$ cat src/design/pwblc_ram.sv
// ----------------------------------------------------------------------------
// pwblc_ram
// Generic single-write, single-read RAM with registered read data.
// ----------------------------------------------------------------------------
module pwblc_ram #(
  parameter int WIDTH = 64,
  parameter int DEPTH = 64,
  localparam int AW = (DEPTH > 1) ? $clog2(DEPTH) : 1
) (
  input  logic             clk,
  input  logic             we,
  input  logic [AW-1:0]    waddr,
  input  logic [WIDTH-1:0] wdata,
  input  logic [AW-1:0]    raddr,
  output logic [WIDTH-1:0] rdata
);

  logic [WIDTH-1:0] mem [DEPTH];

  always_ff @(posedge clk) begin
    if (we) begin
      mem[waddr] <= wdata;
    end
    rdata <= mem[raddr];
  end

endmodule

$ cat config.mk
export PLATFORM = sky130hd
export DESIGN_NAME = pwblc_ram
export DESIGN_NICKNAME = d
export VERILOG_FILES = /design/src/design/pwblc_ram.sv
export SDC_FILE = /design/constraint.sdc
export NUM_CORES = 2
export LEC_CHECK = 0
export ABC_AREA = 1
export BUFFER_PORTS_ARGS = -buffer_cell sky130_fd_sc_hd__buf_2
export CORE_UTILIZATION = 25
export CTS_CLUSTER_DIAMETER = 150
export DETAILED_ROUTE_END_ITERATION = 8
export GPL_TIMING_DRIVEN = 0
export PLACE_DENSITY_LB_ADDON = 0.08
export SYNTH_ARGS = -nofsm -noshare
export SYNTH_HDL_FRONTEND = slang
export SYNTH_SLANG_ARGS = --single-unit
$ cat constraint.sdc
create_clock -name clk -period 15.1 [get_ports clk]
set_input_delay 0.755 -clock clk [delete_from_list [all_inputs] [get_ports clk]]
set_output_delay 0.755 -clock clk [all_outputs]
set_load 0.02 [all_outputs]
==> flow_summary_export.csv <==
group,metric,value,unit
critical_path,cpLargestDelayFamily,"buffers and inverters",
critical_path,crit_chain,"buf_2 -> inv_2 -> buf_2 -> buf_1 -> nand3_1 -> nand3_1 -> nand3_1 -> nand2_1 -> nand2_1 -> nand2_1",
critical_path,timing.critical_path.fanout_max,12,
clocking,numCtsBuffers,485,
detailed_routing,vias,117500,
critical_path,critPathCaptureType,"register",
clocking,cts_root_buf,"clkbuf_16",
detailed_routing,drt-pass1-iter-count,8,
critical_path,rrSetupSlack,12.40,ns
critical_path,arrival,5.79,ns
power,power.density,131.9,mW/mm^2
synthesis,syn-cell-area,0.1653,mm^2
detailed_routing,antenna_left,0,
power,sequentialPowerShare,48.2,%
global_route,grt_antenna_before_repair,166,
clocking,clk_latency,1.12,ns
power,irDropWorstVdd,0.1179,mV
synthesis,ys_ff_latch,4160,
die,start_util,25.10,%
critical_path,reg2regPathDepth,8,
clocking,clk_pin_slew_worst_paths,0.06,ns
power,pwr-share-clk,43.3,%
detailed_routing,wl,874.1,mm
power,switchingPower,0.006940,W
power,p_sw_share,26.15,%
die,die-area,0.6645,mm^2
timing,period_minus_slack,4.803,ns
cells_and_area,fillers,66900,
power,leakage,70.46,nW
die,die_x,815.2,um
global_route,grt-ovfl-total,0,
global_route,grt_first_pass_wirelength,1122,mm
cells_and_area,multi_input_area,0.03662,mm^2
cells_and_area,area_delta_synth_final,21.69,%
power,internal_power,0.01960,W
critical_path,cp_num_buf_inv,4,
power,comb_power_share,8.4,%
critical_path,max_stage_delay,1.01,ns
synthesis,yosysWarnings,0,
detailed_routing,drt-vias-per-instance,4.951,
cells_and_area,register_area,0.1243,mm^2
placed_design,globalplace.congestion,0.8210,
die,rows,298,
timing,fmax,208.2,MHz
timing,relSlewSlack,5.669,%
worst_hold_path,min_path_cells,1,
clocking,post_cts_resized,0,
worst_hold_path,whs_endpoint,"mem[53][17]$_DFFE_PP_",
die,pin_count,142,
cells_and_area,drive_gt1_share,13.57,%
clocking,cts_tree,"done",
detailed_routing,routedWlPerCell,36.83,um
cells_and_area,fin_util,30.55,%
critical_path,r2r-start,"mem[9][41]$_DFFE_PP_",
clocking,h-tree-depth,5,
die,fp.coreArea,0.6585,mm^2
critical_path,slowest_stage,"buf_2",
synthesis,netlist_instances,13410,
die,die_y,815.2,um
worst_hold_path,worstHoldStart,"wdata[17]",
global_route,first_global_vias,108300,
clocking,post_cts_buffers,0,
synthesis,yosysSeqAreaShare,75.18,%
synthesis,synth.distinct_cells,16,
placed_design,dpl.hpwl,624.1,mm
timing,fin_skew,0.08976,ns
global_route,grt_usage,25.40,%
global_route,grt_max_degree,65,
worst_hold_path,hp-class,"input port to register",
critical_path,r2r-end,"rdata[41]$_DFF_P_",
critical_path,worstPathRequired,16.09,ns
detailed_routing,drt_iter0_drc,15500,
power,total_power,0.02654,W
timing,tightest_slew,1.415,ns
clocking,cts_buffer_depth,4,
cells_and_area,layout.nets,14580,
clocking,cts_sinks,4160,
placed_design,numPortBuffers,133,
critical_path,path_class,"input port to register",
critical_path,setup.worst_path.start_class,"input port",
timing,rsz0062_at_grt,"false",
detailed_routing,drc_errors,0,
flow_run,max-cap-violations,0,
synthesis,synth.avg_cell_area,12.33,um^2
timing,setup_viol,0,
timing,post-route-period-util,31.81,%
timing,slew_viol_final,0,
synthesis,synth_fp_nets,13480,
timing,hold_viol,0,
status,status,"finished clean",
==> what timing repair did <==
item | in CTS | in global routing
setup endpoints to repair | 0 | 0
endpoints found under the hold margin | 45 | 0
hold buffers | 10 | 0
==> worst max-delay path by stage <==
stage,start,to,cells after the start
4_1_cts,raddr[2],rdata[22]$_DFF_P_,10
6_report,raddr[2],rdata[25]$_DFF_P_,10
3_5_place_dp,raddr[2],rdata[22]$_DFF_P_,10
3_3_place_gp,we,mem[52][17]$_DFFE_PP_,3
5_1_grt,raddr[2],rdata[20]$_DFF_P_,10
2_1_floorplan,we,mem[48][0]$_DFFE_PP_,3
==> per-stage QoR <==
| step | setup WS (ns) | instance area [um^2] | hold WS (ns) | cells | setup TNS, ns |
|---|---|---|---|---|---|
| after floorplan | 7.063 | 165300 | 0.7214 | 13410 | 0 |
| after global routing | 10.51 | 201000 | 0.04341 | 23670 | 0 |
| after CTS | 10.53 | 200900 | 0.003729 | 23620 | 0 |
| after detailed placement | 9.351 | 185800 | 0.9113 | 22710 | 0 |
| after global placement | -10.88 | 176900 | 0.9214 | 22240 | -5257.40 |
| final | 10.30 | 201200 | 0.06396 | 23730 | 0 |
==> state kept, by name, indices dropped and copies added (netlist names) <==
| register | flops |
|---|---|
| rdata | 64 |
| mem | 4096 |
==> placed cells by master (no fill, tap or decap) <==
| master | n |
|---|---|
| buf_6 | 56 |
| inv_2 | 2 |
| inv_8 | 1 |
| dfxtp_1 | 64 |
| clkbuf_8 | 9 |
| nand3_1 | 3847 |
| clkbuf_4 | 1 |
| nor4_2 | 8 |
| nand4_1 | 9 |
| buf_8 | 3 |
| inv_1 | 8 |
| clkbuf_16 | 491 |
| diode_2 | 113 |
| inv_16 | 4 |
| edfxtp_1 | 4096 |
| clkinv_2 | 76 |
| bufinv_16 | 23 |
| inv_6 | 7 |
| clkinv_1 | 161 |
| buf_2 | 582 |
| clkinvlp_4 | 8 |
| dlygate4sd3_1 | 10 |
| nor2_4 | 56 |
| clkinv_4 | 2 |
| inv_4 | 2 |
| buf_16 | 86 |
| clkbuf_2 | 28 |
| buf_4 | 334 |
| buf_12 | 232 |
| clkinv_8 | 6 |
| clkbuf_1 | 224 |
| clkinv_16 | 7 |
| nand2_1 | 4416 |
| buf_1 | 59 |
==> routing by layer <==
layer / vias up / global-route usage [%] / wire, um
met5: - / 0 / 219
met4: 36 / 9.377 / 35430
met3: 1080 / 4.153 / 61980
met2: 5165 / 40.37 / 399900
met1: 60800 / 34.94 / 376600
li1: 50410 / - / -
==> cell usage after synthesis <==
cell type | number | share of area (%)
nand2_1 | 4416 | 10
edfxtp_1 | 4096 | 74
nand3_1 | 3847 | 12
buf_2 | 501 | 1.5
clkbuf_1 | 147 | 0.33
buf_4 | 134 | 0.61
buf_1 | 72 | 0.16
dfxtp_1 | 64 | 0.78
nor2_1 | 56 | 0.13
buf_6 | 40 | 0.27
nand4_1 | 9 | 0.034
inv_1 | 8 | 0.018
nor4_1 | 8 | 0.030
buf_8 | 3 | 0.027
inv_2 | 2 | 0.0045
inv_4 | 2 | 0.0076
==> power by group through the flow <==
stage          registers [W]  logic [W]  clock network [W]
5_1_grt               0.0128    0.00231             0.0121
3_3_place_gp          0.0131    0.00213                  0
4_1_cts               0.0128    0.00223             0.0117
2_1_floorplan         0.0131   0.000789                  0
6_report              0.0128    0.00224             0.0115
3_5_place_dp          0.0130    0.00222                  0
==> final cells by class <==
class	instances	area share, %
Inverter	12	0.02488
Timing Repair Buffer	612	4.539
Tap cell	8700	5.411
Sequential cell	4160	61.78
Buffer	897	2.430
Multi-Input combinational cell	8336	18.20
Clock buffer	606	6.367
Clock inverter	295	1.100
Antenna cell	113	0.1406
==> cell families (layout without fill, tap and decap cells) <==
logic type | Yosys count | count (layout) | synth area share (%)
simple gates | 8336 | 8336 | 21.87
flops | 4160 | 4160 | 75.18
buf+inv | 909 | 2422 | 2.953
other cells | 0 | 113 | 0
(Power assumes the default switching activity.)
